[config.mk]
export PLATFORM = sky130hd
export DESIGN_NAME = stbs_ctrl_flat
export DESIGN_NICKNAME = d
export VERILOG_FILES = /design/src/design/stbs_pkg.sv /design/src/design/stbs_if.sv /design/src/design/stbs_ctrl.sv /design/src/flat_wrapper.sv
export SDC_FILE = /design/constraint.sdc
export NUM_CORES = 1
export LEC_CHECK = 0
export CORE_MARGIN = 2
export CORE_UTILIZATION = 38
export DETAILED_ROUTE_END_ITERATION = 10
export DONT_BUFFER_PORTS = 1
export PLACE_DENSITY_LB_ADDON = 0.3
export SLEW_MARGIN = 5
export SYNTH_ARGS = -nofsm -noshare
export SYNTH_HDL_FRONTEND = slang
export SYNTH_SLANG_ARGS = --single-unit
[constraint.sdc]
create_clock -name clk -period 4.1 [get_ports clk]
set_clock_uncertainty 0.05 [all_clocks]
set_input_delay 0.205 -clock clk [delete_from_list [all_inputs] [get_ports clk]]
set_output_delay 0.205 -clock clk [all_outputs]
set_load 0.005 [all_outputs]
[src/design/stbs_pkg.sv]
// Shared types and constants for the sorted table with halving search.
`default_nettype none
package stbs_pkg;

	// Field widths fixed by the item layout
	localparam int CMD_W    = 2;
	localparam int VALUE_W  = 32;
	localparam int STATUS_W = 2;
	localparam int POS_W    = 10;

	// Default table depth
	localparam int TABLE_DEPTH_DEF = 1024;

	// Command codes
	typedef enum logic [CMD_W-1:0] {
		CMD_APPEND = 2'd0,
		CMD_SEARCH = 2'd1,
		CMD_CLEAR  = 2'd2
	} cmd_t;

	// Result status codes
	typedef enum logic [STATUS_W-1:0] {
		STAT_OK      = 2'd0,
		STAT_FULL    = 2'd1,
		STAT_FOUND   = 2'd2,
		STAT_MISSING = 2'd3
	} status_t;

	// Sequencer states
	typedef enum logic [1:0] {
		ST_IDLE,
		ST_PROBE,
		ST_COMPARE,
		ST_DONE
	} state_t;

endpackage
`default_nettype wire

[src/design/stbs_if.sv]
// Request and response channel interfaces for the sorted table block.
`default_nettype none
interface stbs_req_if;
	import stbs_pkg::*;

	logic                       valid;
	logic                       ready;
	logic [CMD_W-1:0]           command;
	logic signed [VALUE_W-1:0]  value;

	modport source (output valid, output command, output value, input ready);
	modport sink (input valid, input command, input value, output ready);
endinterface

interface stbs_rsp_if;
	import stbs_pkg::*;

	logic                 valid;
	logic                 ready;
	logic [STATUS_W-1:0]  status;
	logic [POS_W-1:0]     position;

	modport source (output valid, output status, output position, input ready);
	modport sink (input valid, input status, input position, output ready);
endinterface
`default_nettype wire

[src/design/stbs_ctrl.sv]
// Command sequencer with the shared bound update and key compare unit.
`default_nettype none
module stbs_ctrl #(
	parameter int TABLE_DEPTH = stbs_pkg::TABLE_DEPTH_DEF,
	parameter int AW          = $clog2(TABLE_DEPTH)
) (
	input  wire                           clk,
	input  wire                           arst_n,
	stbs_req_if.sink                      req,
	stbs_rsp_if.source                    rsp,
	output logic                          mem_we,
	output logic [AW-1:0]                 mem_waddr,
	output logic [stbs_pkg::VALUE_W-1:0]  mem_wdata,
	output logic                          mem_re,
	output logic [AW-1:0]                 mem_raddr,
	input  wire [stbs_pkg::VALUE_W-1:0]   mem_rdata
);
	import stbs_pkg::*;

	localparam int CW = $clog2(TABLE_DEPTH + 1);
	localparam int BW = CW + 1;

	state_t                    state_q, state_d;
	logic [CW-1:0]             count_q;
	logic                      full;
	logic                      accept;
	logic                      handoff;
	logic signed [VALUE_W-1:0] key_q;
	logic signed [VALUE_W-1:0] probe;
	logic signed [BW-1:0]      low_q, high_q, mid_q;
	logic signed [BW-1:0]      span, mid;
	logic                      span_empty;
	logic [STATUS_W-1:0]       res_status_q;
	logic [POS_W-1:0]          res_pos_q;
	logic                      out_valid_q;
	logic [STATUS_W-1:0]       out_status_q;
	logic [POS_W-1:0]          out_pos_q;

	assign full    = (count_q == CW'(TABLE_DEPTH));
	assign accept  = req.valid && req.ready;
	assign handoff = (state_q == ST_DONE) && (!out_valid_q || rsp.ready);
	assign probe   = $signed(mem_rdata);

	// Midpoint and loop test
	assign span       = high_q - low_q;
	assign mid        = low_q + (span >>> 1);
	assign span_empty = (high_q < low_q);

	assign mem_waddr = count_q[AW-1:0];
	assign mem_wdata = req.value;
	assign mem_raddr = mid[AW-1:0];

	assign rsp.valid    = out_valid_q;
	assign rsp.status   = out_status_q;
	assign rsp.position = out_pos_q;

	// State register
	always_ff @(posedge clk or negedge arst_n) begin
		if (!arst_n) begin
			state_q <= ST_IDLE;
		end else begin
			state_q <= state_d;
		end
	end

	// Next state and memory strobes
	always_comb begin
		state_d   = state_q;
		req.ready = (state_q == ST_IDLE);
		mem_we    = 1'b0;
		mem_re    = 1'b0;
		case (state_q)
			ST_IDLE: begin
				if (req.valid) begin
					if (req.command == CMD_SEARCH) begin
						state_d = ST_PROBE;
					end else begin
						state_d = ST_DONE;
					end
					mem_we = (req.command == CMD_APPEND) && !full;
				end
			end
			ST_PROBE: begin
				if (span_empty) begin
					state_d = ST_DONE;
				end else begin
					mem_re  = 1'b1;
					state_d = ST_COMPARE;
				end
			end
			ST_COMPARE: begin
				if (probe == key_q) begin
					state_d = ST_DONE;
				end else begin
					state_d = ST_PROBE;
				end
			end
			ST_DONE: begin
				if (handoff) begin
					state_d = ST_IDLE;
				end
			end
			default: state_d = ST_IDLE;
		endcase
	end

	// Fill count
	always_ff @(posedge clk or negedge arst_n) begin
		if (!arst_n) begin
			count_q <= '0;
		end else if (accept) begin
			if (req.command == CMD_APPEND && !full) begin
				count_q <= count_q + CW'(1);
			end else if (req.command == CMD_CLEAR) begin
				count_q <= '0;
			end
		end
	end

	// Search bounds, key and pending result
	always_ff @(posedge clk) begin
		case (state_q)
			ST_IDLE: begin
				if (accept) begin
					key_q     <= req.value;
					low_q     <= '0;
					high_q    <= $signed({1'b0, count_q}) - BW'(1);
					res_pos_q <= '0;
					if (req.command == CMD_APPEND && full) begin
						res_status_q <= STAT_FULL;
					end else begin
						res_status_q <= STAT_OK;
					end
				end
			end
			ST_PROBE: begin
				mid_q <= mid;
				if (span_empty) begin
					res_status_q <= STAT_MISSING;
					res_pos_q    <= '0;
				end
			end
			ST_COMPARE: begin
				if (probe > key_q) begin
					high_q <= mid_q - BW'(1);
				end else if (probe < key_q) begin
					low_q <= mid_q + BW'(1);
				end else begin
					res_status_q <= STAT_FOUND;
					res_pos_q    <= POS_W'(mid_q[AW-1:0]);
				end
			end
			default: begin
			end
		endcase
	end

	// Output register: valid flag
	always_ff @(posedge clk or negedge arst_n) begin
		if (!arst_n) begin
			out_valid_q <= 1'b0;
		end else if (handoff) begin
			out_valid_q <= 1'b1;
		end else if (rsp.ready) begin
			out_valid_q <= 1'b0;
		end
	end

	// Output register: payload
	always_ff @(posedge clk) begin
		if (handoff) begin
			out_status_q <= res_status_q;
			out_pos_q    <= res_pos_q;
		end
	end
endmodule
`default_nettype wire

[src/flat_wrapper.sv]
// flat-port wrapper written by rule: the top's interface ports become plain ports
module stbs_ctrl_flat import stbs_pkg::*;
#(
	parameter int TABLE_DEPTH = stbs_pkg::TABLE_DEPTH_DEF,
	parameter int AW          = $clog2(TABLE_DEPTH)
)
  (clk, arst_n, mem_we, mem_waddr, mem_wdata, mem_re, mem_raddr, mem_rdata, req_valid, req_command, req_value, req_ready, rsp_valid, rsp_status, rsp_position, rsp_ready);
  stbs_req_if req_i ();
  stbs_rsp_if rsp_i ();
  input  wire clk;
  input  wire arst_n;
  output logic mem_we;
  output logic [AW-1:0] mem_waddr;
  output logic [stbs_pkg::VALUE_W-1:0] mem_wdata;
  output logic mem_re;
  output logic [AW-1:0] mem_raddr;
  input  wire [stbs_pkg::VALUE_W-1:0] mem_rdata;
  input wire logic [$bits(req_i.valid)-1:0] req_valid;
  input wire logic [$bits(req_i.command)-1:0] req_command;
  input wire logic [$bits(req_i.value)-1:0] req_value;
  output wire logic [$bits(req_i.ready)-1:0] req_ready;
  output wire logic [$bits(rsp_i.valid)-1:0] rsp_valid;
  output wire logic [$bits(rsp_i.status)-1:0] rsp_status;
  output wire logic [$bits(rsp_i.position)-1:0] rsp_position;
  input wire logic [$bits(rsp_i.ready)-1:0] rsp_ready;
  assign req_i.valid = req_valid;
  assign req_i.command = req_command;
  assign req_i.value = req_value;
  assign req_ready = req_i.ready;
  assign rsp_valid = rsp_i.valid;
  assign rsp_status = rsp_i.status;
  assign rsp_position = rsp_i.position;
  assign rsp_i.ready = rsp_ready;
  stbs_ctrl #(.TABLE_DEPTH(TABLE_DEPTH), .AW(AW)) u_core (.clk(clk), .arst_n(arst_n), .req(req_i), .rsp(rsp_i), .mem_we(mem_we), .mem_waddr(mem_waddr), .mem_wdata(mem_wdata), .mem_re(mem_re), .mem_raddr(mem_raddr), .mem_rdata(mem_rdata));
endmodule
==> results of run 1 <==
final timing paths:
kind	start	to	slack, ns	cells after the start
max	u_core.low_q[0]	mem_raddr[9]	0.39	15
min	req_command[1]	u_core.res_status_q[0]	0.04	1
max reg2reg	u_core.low_q[0]	u_core.mid_q[11]	0.57	15
min reg2reg	u_core.res_status_q[1]	u_core.rsp.status[1]	0.37	0
max in group asynchronous	arst_n	u_core.state_q[1]	3.30	1
min in group asynchronous	arst_n	u_core.rsp.valid	0.27	1
layout make-up:
type	count	area [µm²]
fill	1666	10000
sequential	106	3110
multi-input combinational	400	2820
timing repair buffer	40	385
tap	225	282
clock buffer	9	225
inverter	60	225
clock inverter	7	88.8
cell usage after synthesis (3+ instances only):
| library cell | instances |
|---|---|
| nor4_1 | 6 |
| and2_1 | 9 |
| nand2b_1 | 12 |
| o21a_1 | 5 |
| nor2_1 | 51 |
| edfxtp_1 | 92 |
| a21o_1 | 12 |
| xnor2_1 | 18 |
| and3_1 | 8 |
| ha_1 | 62 |
| or3_1 | 7 |
| dfrtp_1 | 14 |
| inv_1 | 59 |
| buf_4 | 52 |
| o211ai_1 | 4 |
| nand4_1 | 9 |
| nand2_1 | 30 |
| nor3_1 | 11 |
| nand3_1 | 15 |
| a31oi_1 | 7 |
| a211oi_1 | 5 |
| a21oi_1 | 35 |
| xor2_1 | 21 |
| o21ai_0 | 32 |
| buf_6 | 3 |
| nor2b_1 | 7 |
| clkbuf_1 | 10 |
power by group:
part | switching [mW] | internal (mW) | total (mW)
Sequential | 0.338 | 1.93 | 2.27
Combinational | 2.29 | 1.58 | 3.87
Clock | 0.418 | 0.484 | 0.902
flip-flops by register name, summed over array words and instances, names as in the netlist:
signal,flops
u_core.rsp.status,2
u_core.res_status_q,2
u_core.res_pos_q,10
u_core.key_q,32
u_core.low_q,12
u_core.rsp.valid,1
u_core.count_q,11
u_core.state_q,2
u_core.mid_q,12
u_core.rsp.position,10
u_core.high_q,12
critical path: stages, from the launching register on:
cell      delay [ns]
edfxtp_1        0.40
nand2b_1        0.14
inv_1           0.07
fa_1            0.39
nor2b_1         0.17
o31a_1          0.19
o31a_1          0.19
a21oi_1         0.06
ha_1            0.23
nor3_1          0.21
o21ai_0         0.13
a31oi_1         0.26
nor2b_1         0.08
o21ai_0         0.20
nor2b_1         0.19
xnor2_1         0.18
cells in the final DEF (no fill, tap or decap), drive strengths merged, types with 11 or more instances in the layout:
master,n
edfxtp,92
ha,62
inv,61
nor2,51
a21oi,35
dlygate4sd3,34
o21ai,34
nand2,30
xor2,21
xnor2,18
nand3,17
dfrtp,14
nand2b,12
a21o,12
nor3,11
per-layer routing:
layer,GRT usage,up-vias,routed length [µm]
li1,-,2153,-
met1,0.182,2083,5710
met2,0.271,99,6930
met3,0.0481,22,996
met4,0.0637,0,322
met5,0,-,0
cell families after synthesis:
| group | share of synthesized area |
|---|---|
| buffers and inverters | 0.107 |
| adder cells (fa/ha/maj) | 0.123 |
| XOR/XNOR | 0.0548 |
| AND/OR/NAND/NOR | 0.133 |
| flip-flops | 0.468 |
| AO/OA/AOI/OAI | 0.114 |
per-stage QoR:
| step | util | hold slack (ns) | cells |
|---|---|---|---|
| after CTS | 0.416 | 0.0244 | 847 |
| after global routing | 0.416 | 0.0124 | 847 |
| after global placement | 0.378 | -0.140 | 797 |
| final | 0.416 | 0.0363 | 847 |
| after detailed placement | 0.378 | -0.140 | 797 |
| after floorplan | - | -0.141 | 635 |
==> results.rst, run 1 <==
.. list-table::
   :header-rows: 1

   * - Metric
     - Value
   * - Result of the run
     - finished clean
   * - Worst path arrival time
     - 3.46 ns
   * - Class of the most critical setup path
     - flop to primary output
   * - Die boundary width
     - 136 µm
   * - Final hold violation count
     - 0
   * - Relative slew margins
     - 0.426
   * - Count of cells resized by post-cts repair
     - 0
   * - Fraction of layout instances using a drive strength above 1
     - 0.0514
   * - Library cells used by synthesis
     - 56
   * - Gate count of the mapped netlist
     - 635
   * - Root buffer cell
     - clkbuf_16
   * - Clock tree from TritonCTS
     - built
   * - Sequential fraction of the synthesis area
     - 0.468
   * - Leak Pwr
     - 2.92 nW
   * - First-pass GRT wire length
     - 22300 µm
   * - Cell area reported after detailed placement
     - 6490 µm²
   * - Htree depth
     - 3
   * - Initial DRC Count
     - 367
   * - # port buffers
     - 0
   * - Vias in the first global route
     - 4407
   * - Overall routed net length
     - 13900 µm
   * - Vertical extent of the die
     - 136 µm
   * - Unrepaired setup endpoints after global routing
     - false
   * - EDFF count, synth
     - 92
   * - Highest net fanout along the worst path
     - 4
   * - Leftover overflow at the end of global routing
     - 0
   * - Routed vias/inst
     - 5.14
   * - Type of the most critical hold path
     - input pin to flop
   * - Antenna violations before repair
     - 0
   * - Net count after synthesis
     - 769
   * - Number of buffers inserted by post-CTS setup repair
     - 0
   * - Clock-pin slew on the worst setup and hold paths
     - 0.08 ns
   * - Synth Warn #
     - 0
   * - Max-capacitance violation count
     - 0
   * - Prevailing post-synth register cell
     - edfxtp_1
   * - # nets final
     - 751
   * - Crit path time final
     - 3.71 ns
   * - Die Area
     - 18600 µm²
   * - Pwr dens
     - 985 nW/µm²
   * - Worst slew pin tran
     - 0.861 ns
   * - Antenna diode count
     - 0
   * - Number of slew-limit violations in the final report
     - 0
   * - Post-Layout Inst Area
     - 7140 µm²
   * - Maximum number of pins on one net before global-route repair
     - 33
   * - Clock insertion delay at the later pin of the skew report
     - 0.36 ns
   * - I/O pin total
     - 138
   * - Routability cong.
     - 0.839
   * - Core Area
     - 17200 µm²
   * - Global-route usage over all layers
     - 0.158
   * - TritonCTS Buffers
     - 9
   * - Post-synthesis cell type with the largest combined area
     - edfxtp_1
   * - Power consumption
     - 7.04 mW
   * - Count of hold-fix buffers inserted at cts
     - 34
   * - Placement-stage worst setup slack
     - 0.637 ns
   * - Setup WS post-layout
     - 0.386 ns
   * - Cell Area, Synth
     - 6650 µm²
   * - Initial standard-cell utilization of the core
     - 0.387
   * - Required time at the worst-slack endpoint
     - 3.85 ns
   * - Count of nets left with antenna violations after detail routing
     - 0
   * - Nature of the critical path startpoint
     - flop
   * - Post-route setup TNS
     - 0 ns
   * - Worst IR Drop VDD
     - 648 µV
   * - Via count
     - 4357
   * - Number of storage elements in the synthesis netlist
     - 106
   * - Setup-failing EPs final
     - 0
   * - Area delta synth->final
     - 7.42%
   * - Share of synthesized registers carrying an async set or reset
     - 0.132
   * - FMAX
     - 269 MHz
   * - DRC violations left
     - 0
   * - DPL Wire Length
     - 10600 µm
   * - CP endpoint kind
     - primary output
   * - 1st-pass router iterations
     - 4
   * - Number of clock sinks
     - 106
   * - CTS max path bufs
     - 2
   * - Site row count
     - 48
   * - Largest cells by area after synthesis
     - edfxtp_1 (42%), ha_1 (12%), buf_4 (5.9%)
   * - Routed wirelength normalized by instance count
     - 16.5 µm
   * - Area share of the leading cell type in the synthesized netlist
     - 0.416
   * - Mean post-synth cell area
     - 10.5 µm²
   * - Final period utilization
     - 0.906
Power figures use the tool's default switching activity.
==> inputs of run 2 (changes only) <==
--- a/config.mk
+++ b/config.mk
@@ -10,6 +10,7 @@
 export DETAILED_ROUTE_END_ITERATION = 10
 export DONT_BUFFER_PORTS = 1
 export PLACE_DENSITY_LB_ADDON = 0.3
+export RECOVER_POWER = 50
 export SLEW_MARGIN = 5
 export SYNTH_ARGS = -nofsm -noshare
 export SYNTH_HDL_FRONTEND = slang
==> results.rst, run 2 (synthesis gave the netlist of run 1 again) <==
.. list-table::
   :header-rows: 1

   * - Metric
     - Value
   * - Result of the run
     - finished clean
   * - Power consumption
     - 7.04 mW
   * - Clock power frac
     - 0.128
   * - Combined area of the multi-input logic cells
     - 2820 µm²
   * - Most frequent cells in the layout
     - edfxtp_1 (92), ha_1 (62), inv_1 (59)
   * - First-pass GRT wire length
     - 22300 µm
   * - Setup-failing EPs final
     - 0
   * - Post-route setup TNS
     - 0 ns
   * - Max FFs per register
     - 32
   * - Vertical extent of the die
     - 136 µm
   * - Clock-pin slew on the worst setup and hold paths
     - 0.08 ns
   * - Type of the most critical hold path
     - input pin to flop
   * - Net Switching
     - 3.05 mW
   * - Critical path cell sequence
     - nand2b_1 -> inv_1 -> fa_1 -> nor2b_1 -> o31a_1 -> o31a_1 -> a21oi_1 -> ha_1 -> nor3_1 -> o21ai_0 -> a31oi_1 -> nor2b_1 -> o21ai_0 -> nor2b_1 -> xnor2_1
   * - Htree depth
     - 3
   * - Number of clock sinks
     - 106
   * - Via count
     - 4369
   * - Clock tree from TritonCTS
     - built
   * - # nets final
     - 751
   * - Worst slew pin tran
     - 0.896 ns
   * - Die boundary width
     - 136 µm
   * - Most common cell after layout, fill and taps aside
     - edfxtp_1
   * - Cell Int Power
     - 3.99 mW
   * - Final period utilization
     - 0.905
   * - Initial standard-cell utilization of the core
     - 0.387
   * - Class of the most critical setup path
     - flop to primary output
   * - Fraction of layout instances using a drive strength above 1
     - 0.0498
   * - Antenna diode count
     - 0
   * - Crit path time final
     - 3.71 ns
   * - Overall routed net length
     - 14000 µm
   * - Pwr dens
     - 986 nW/µm²
   * - Unrepaired setup endpoints after global routing
     - false
   * - Worst path arrival time
     - 3.46 ns
   * - Total length of routed met2 wires
     - 6920 µm
   * - CP max-delay cell
     - edfxtp_1
   * - CTS max path bufs
     - 2
   * - Number of buffer and inverter stages on the critical path
     - 1
   * - Global-route usage over all layers
     - 0.158
   * - DPL Wire Length
     - 10600 µm
   * - Initial DRC Count
     - 336
   * - DRT met1 WL
     - 5650 µm
   * - Core Area
     - 17200 µm²
   * - DRC violations left
     - 0
   * - Layout fillers
     - 1668
   * - Root buffer cell
     - clkbuf_16
   * - Kind of cell with the highest combined delay on the critical path
     - compound AO/OA/AOI/OAI gates
   * - Site row count
     - 48
   * - FMAX
     - 270 MHz
   * - Routability cong.
     - 0.839
   * - Die Area
     - 18600 µm²
   * - CP endpoint kind
     - primary output
   * - Max Used Layer
     - met4
   * - 1st-pass router iterations
     - 4
   * - Antenna violations before repair
     - 0
   * - Routed wirelength normalized by instance count
     - 16.5 µm
   * - Number of slew-limit violations in the final report
     - 0
   * - Switching share of power
     - 0.433
   * - # port buffers
     - 0
   * - Cell mode on critical path
     - nor2b_1
   * - Final hold violation count
     - 0
   * - Maximum cell stage delay along the critical path
     - 0.40 ns
   * - Routed vias/inst
     - 5.16
   * - Maximum number of pins on one net before global-route repair
     - 33
   * - Storage cell area
     - 3110 µm²
   * - Register ranked first by flip-flop count
     - u_core.key_q
   * - Area delta synth->final
     - 7.36%
   * - Relative slew margins
     - 0.402
   * - Worst IR Drop VDD
     - 646 µV
   * - Logic gate share of total power
     - 0.549
   * - Sequential share of power
     - 0.323
   * - TritonCTS Buffers
     - 9
   * - I/O pin total
     - 138
   * - Leak Pwr
     - 2.91 nW
   * - Required time at the worst-slack endpoint
     - 3.85 ns
   * - Count of cells resized by post-cts repair
     - 0
   * - Count of nets left with antenna violations after detail routing
     - 0
   * - Highest net fanout along the worst path
     - 4
   * - Clock insertion delay at the later pin of the skew report
     - 0.36 ns
   * - Leftover overflow at the end of global routing
     - 0
   * - Nature of the critical path startpoint
     - flop
   * - Met3 Wirelength
     - 1060 µm
   * - Max-capacitance violation count
     - 0
   * - Vias in the first global route
     - 4407
==> run 2: cell count changes in the layout (fill, tap and decap cells not counted), sizes merged <==
cell    delta
buf        -1
clkbuf     +1
==> run 2: final timing paths <==
path	from	to	slack (ns)	cells after the start
min	req_command[1]	u_core.res_status_q[0]	0.04	1
max reg2reg	u_core.low_q[0]	u_core.mid_q[11]	0.58	15
min reg2reg	u_core.res_status_q[1]	u_core.rsp.status[1]	0.37	0
max	u_core.low_q[0]	mem_raddr[9]	0.39	15
max in group asynchronous	arst_n	u_core.state_q[1]	3.29	1
min in group asynchronous	arst_n	u_core.rsp.valid	0.27	1
==> run 2: worst reg2reg max path, cell delays in order, from the launching register on <==
cell and delay [ns]:
edfxtp_1 0.40, nand2b_1 0.14, inv_1 0.07, fa_1 0.39, nor2b_1 0.17, o31a_1 0.19, o31a_1 0.19, o211ai_1 0.12
a21oi_1 0.15, nor2_1 0.07, xnor2_1 0.12, ha_1 0.34, or2_2 0.30, a21oi_1 0.16, a21oi_1 0.08, xnor3_1 0.33
==> run 2: cell type report <==
cell class | count | area share
inverter | 60 | 0.0316
tap | 225 | 0.0394
sequential | 106 | 0.436
clock inverter | 7 | 0.0124
clock buffer | 9 | 0.0316
multi-input combinational | 400 | 0.395
timing repair buffer | 40 | 0.0535
==> run 2: metal layers <==
| metal | up-vias | global-route usage |
|---|---|---|
| met5 | - | 0 |
| met2 | 111 | 0.271 |
| li1 | 2152 | - |
| met3 | 22 | 0.0481 |
| met1 | 2084 | 0.182 |
| met4 | 0 | 0.0637 |
==> run 2: power by group through the flow <==
stage / combinational (mW) / clock [mW] / sequential (mW)
2_1_floorplan: 3.62 / 0 / 2.09
3_3_place_gp: 3.73 / 0 / 2.28
3_5_place_dp: 3.86 / 0 / 2.29
4_1_cts: 3.91 / 0.932 / 2.27
5_1_grt: 4.39 / 0.968 / 2.32
6_report: 3.86 / 0.902 / 2.27
==> run 2: per-stage QoR <==
step | cell area (µm²) | cells | util | hold WS (ns) | worst slack, ns
floorplan | 6650 | 635 | - | -0.141 | 0.873
global placement | 6490 | 797 | 0.378 | -0.140 | 0.729
CTS | 7140 | 847 | 0.416 | 0.0244 | 0.407
finish | 7140 | 847 | 0.416 | 0.0362 | 0.390
global route | 7140 | 847 | 0.416 | 0.0124 | 0.118
detailed placement | 6490 | 797 | 0.378 | -0.140 | 0.637
==> run 2: what timing repair did <==
action,CTS,global route
buffers inserted,0,0
hold buffers,34,0
hold endpoints to repair,47,0
==> inputs of run 3 (changes only) <==
--- a/config.mk
+++ b/config.mk
@@ -9,6 +9,7 @@
 export CORE_UTILIZATION = 38
 export DETAILED_ROUTE_END_ITERATION = 10
 export DONT_BUFFER_PORTS = 1
+export HOLD_SLACK_MARGIN = 0.06
 export PLACE_DENSITY_LB_ADDON = 0.3
 export RECOVER_POWER = 50
 export SLEW_MARGIN = 5
==> results.rst, run 3 (synthesis gave the netlist of run 1 again) <==
.. list-table::
   :header-rows: 1

   * - Metric
     - Value
   * - Placement-stage worst setup slack
     - 0.637 ns
   * - Class of the most critical setup path
     - flop to primary output
   * - Kind of cell with the highest combined delay on the critical path
     - compound AO/OA/AOI/OAI gates
   * - Cell mode on critical path
     - nor2b_1
   * - 1st-pass router iterations
     - 4
   * - Type of the most critical hold path
     - input pin to flop
   * - Critical R2R Capture
     - u_core.mid_q[11]
   * - Max FFs per register
     - 32
   * - Required time at the worst-slack endpoint
     - 3.85 ns
   * - Antenna violations before repair
     - 0
   * - Most common cell after layout, fill and taps aside
     - edfxtp_1
   * - Max-capacitance violation count
     - 0
   * - Number of clock sinks
     - 106
   * - Relative slew margins
     - 0.426
   * - CP endpoint kind
     - primary output
   * - Site row count
     - 48
   * - First-pass GRT wire length
     - 22300 µm
   * - Worst R2R Path Depth
     - 15
   * - Vias in the first global route
     - 4412
   * - Setup WS post-layout
     - 0.385 ns
   * - Maximum cell stage delay along the critical path
     - 0.40 ns
   * - Worst reg2reg setup slack
     - 0.58 ns
   * - Root buffer cell
     - clkbuf_16
   * - Worst IR Drop VDD
     - 645 µV
   * - DRC violations left
     - 0
   * - CTS max path bufs
     - 2
   * - Global-route usage over all layers
     - 0.158
   * - Number of placed instances, taps included
     - 797
   * - Routability cong.
     - 0.839
   * - Post-route setup TNS
     - 0 ns
   * - Most frequent cells in the layout
     - edfxtp_1 (92), ha_1 (62), inv_1 (59)
   * - Count of nets left with antenna violations after detail routing
     - 0
   * - Number of slew-limit violations in the final report
     - 0
   * - Routed wirelength normalized by instance count
     - 16.4 µm
   * - Unrepaired setup endpoints after global routing
     - false
   * - Critical path cell sequence
     - nand2b_1 -> inv_1 -> fa_1 -> nor2b_1 -> o31a_1 -> o31a_1 -> a21oi_1 -> ha_1 -> nor3_1 -> o21ai_0 -> a31oi_1 -> nor2b_1 -> o21ai_0 -> nor2b_1 -> xnor2_1
   * - Number of buffer and inverter stages on the critical path
     - 1
   * - Leftover overflow at the end of global routing
     - 0
   * - Initial DRC Count
     - 309
   * - Die Area
     - 18600 µm²
   * - Clock-pin slew on the worst setup and hold paths
     - 0.07 ns
   * - Antenna diode count
     - 0
   * - Leak Pwr
     - 2.93 nW
   * - Min-delay src
     - req_command[0]
   * - Crit path time final
     - 3.71 ns
   * - Overall routed net length
     - 14000 µm
   * - Worst path arrival time
     - 3.46 ns
   * - CP max-delay cell
     - edfxtp_1
   * - Final core occ
     - 0.417
   * - Register ranked first by flip-flop count
     - u_core.key_q
   * - Final hold violation count
     - 0
   * - FMAX
     - 269 MHz
   * - Worst r2r src
     - u_core.low_q[0]
   * - Via count
     - 4386
   * - I/O pin total
     - 138
   * - DPL Wire Length
     - 10600 µm
   * - # nets final
     - 753
   * - Pwr dens
     - 984 nW/µm²
   * - Count of cells resized by post-cts repair
     - 0
   * - Initial standard-cell utilization of the core
     - 0.387
   * - Number of buffers inserted by post-CTS setup repair
     - 0
   * - Maximum number of pins on one net before global-route repair
     - 33
   * - Core Area
     - 17200 µm²
   * - Count of hold-fix buffers inserted at cts
     - 36
   * - # port buffers
     - 0
   * - Area delta synth->final
     - 7.66%
   * - Cell depth of the worst hold path
     - 3
   * - Highest net fanout along the worst path
     - 4
   * - Clock insertion delay at the later pin of the skew report
     - 0.36 ns
   * - Fraction of layout instances using a drive strength above 1
     - 0.0497
   * - Hold EP
     - u_core.state_q[1]
   * - Vertical extent of the die
     - 136 µm
   * - Setup-failing EPs final
     - 0
   * - Worst slew pin tran
     - 0.861 ns
   * - Die boundary width
     - 136 µm
   * - Final period utilization
     - 0.906
   * - Final Non-Filler Cells
     - 849
   * - Nature of the critical path startpoint
     - flop
   * - Htree depth
     - 3
   * - Routed vias/inst
     - 5.17
   * - TritonCTS Buffers
     - 9
   * - Result of the run
     - finished clean
   * - Clock tree from TritonCTS
     - built
==> run 3: changes by cell type in the layout (fill, tap and decap cells not counted) <==
cell	change
dlygate4sd3_1	+2
==> run 3: worst max-delay path by stage <==
| stage | start | end | slack, ns | cells after the start |
|---|---|---|---|---|
| floorplan | u_core.high_q[2] | u_core.mid_q[11] | 0.87 | 13 |
| global placement | u_core.low_q[2] | u_core.mid_q[11] | 0.73 | 14 |
| detailed placement | u_core.low_q[0] | u_core.mid_q[11] | 0.64 | 15 |
| CTS | u_core.low_q[0] | mem_raddr[9] | 0.41 | 15 |
| global route | u_core.low_q[0] | mem_raddr[9] | 0.12 | 15 |
| finish | u_core.low_q[0] | mem_raddr[9] | 0.39 | 15 |
==> run 3: final cells by class <==
| type | count | area, µm² |
|---|---|---|
| sequential | 106 | 3110 |
| multi-input combinational | 400 | 2820 |
| inverter | 60 | 225 |
| clock buffer | 9 | 225 |
| timing repair buffer | 42 | 402 |
| fill | 1667 | 10000 |
| clock inverter | 7 | 88.8 |
| tap | 225 | 282 |
==> run 3: power by group <==
| group | internal [mW] | leakage, nW | switching [mW] |
|---|---|---|---|
| Clock | 0.484 | 0.143 | 0.418 |
| Combinational | 1.58 | 1.72 | 2.29 |
| Sequential | 1.93 | 1.06 | 0.342 |
| Total | 3.99 | 2.93 | 3.05 |
==> run 3: metrics by stage <==
| stage | instance area, µm² | power (mW) | hold WS [ns] |
|---|---|---|---|
| 5_1_grt | 7160 | 7.69 | 0.109 |
| 3_3_place_gp | 6490 | 6.02 | -0.140 |
| 3_5_place_dp | 6490 | 6.15 | -0.140 |
| 2_1_floorplan | 6650 | 5.71 | -0.141 |
| 6_report | 7160 | 7.04 | 0.0885 |
| 4_1_cts | 7160 | 7.12 | 0.0645 |
==> run 3: metal layers <==
metal	GRT usage	wire, µm	vias to the layer above
li1	-	-	2158
met1	0.183	5870	2094
met2	0.271	6880	111
met3	0.0474	889	23
met4	0.0637	327	0
met5	0	0	-
==> run 3: worst register-to-register path, delay by kind of cell (launching register included) <==
family,cells,cell delay [ns]
buf+inv,1,0.07
flops,1,0.40
compound gates,6,0.89
fa+ha+maj,2,0.73
simple gates,4,0.68
xor+xnor,2,0.45
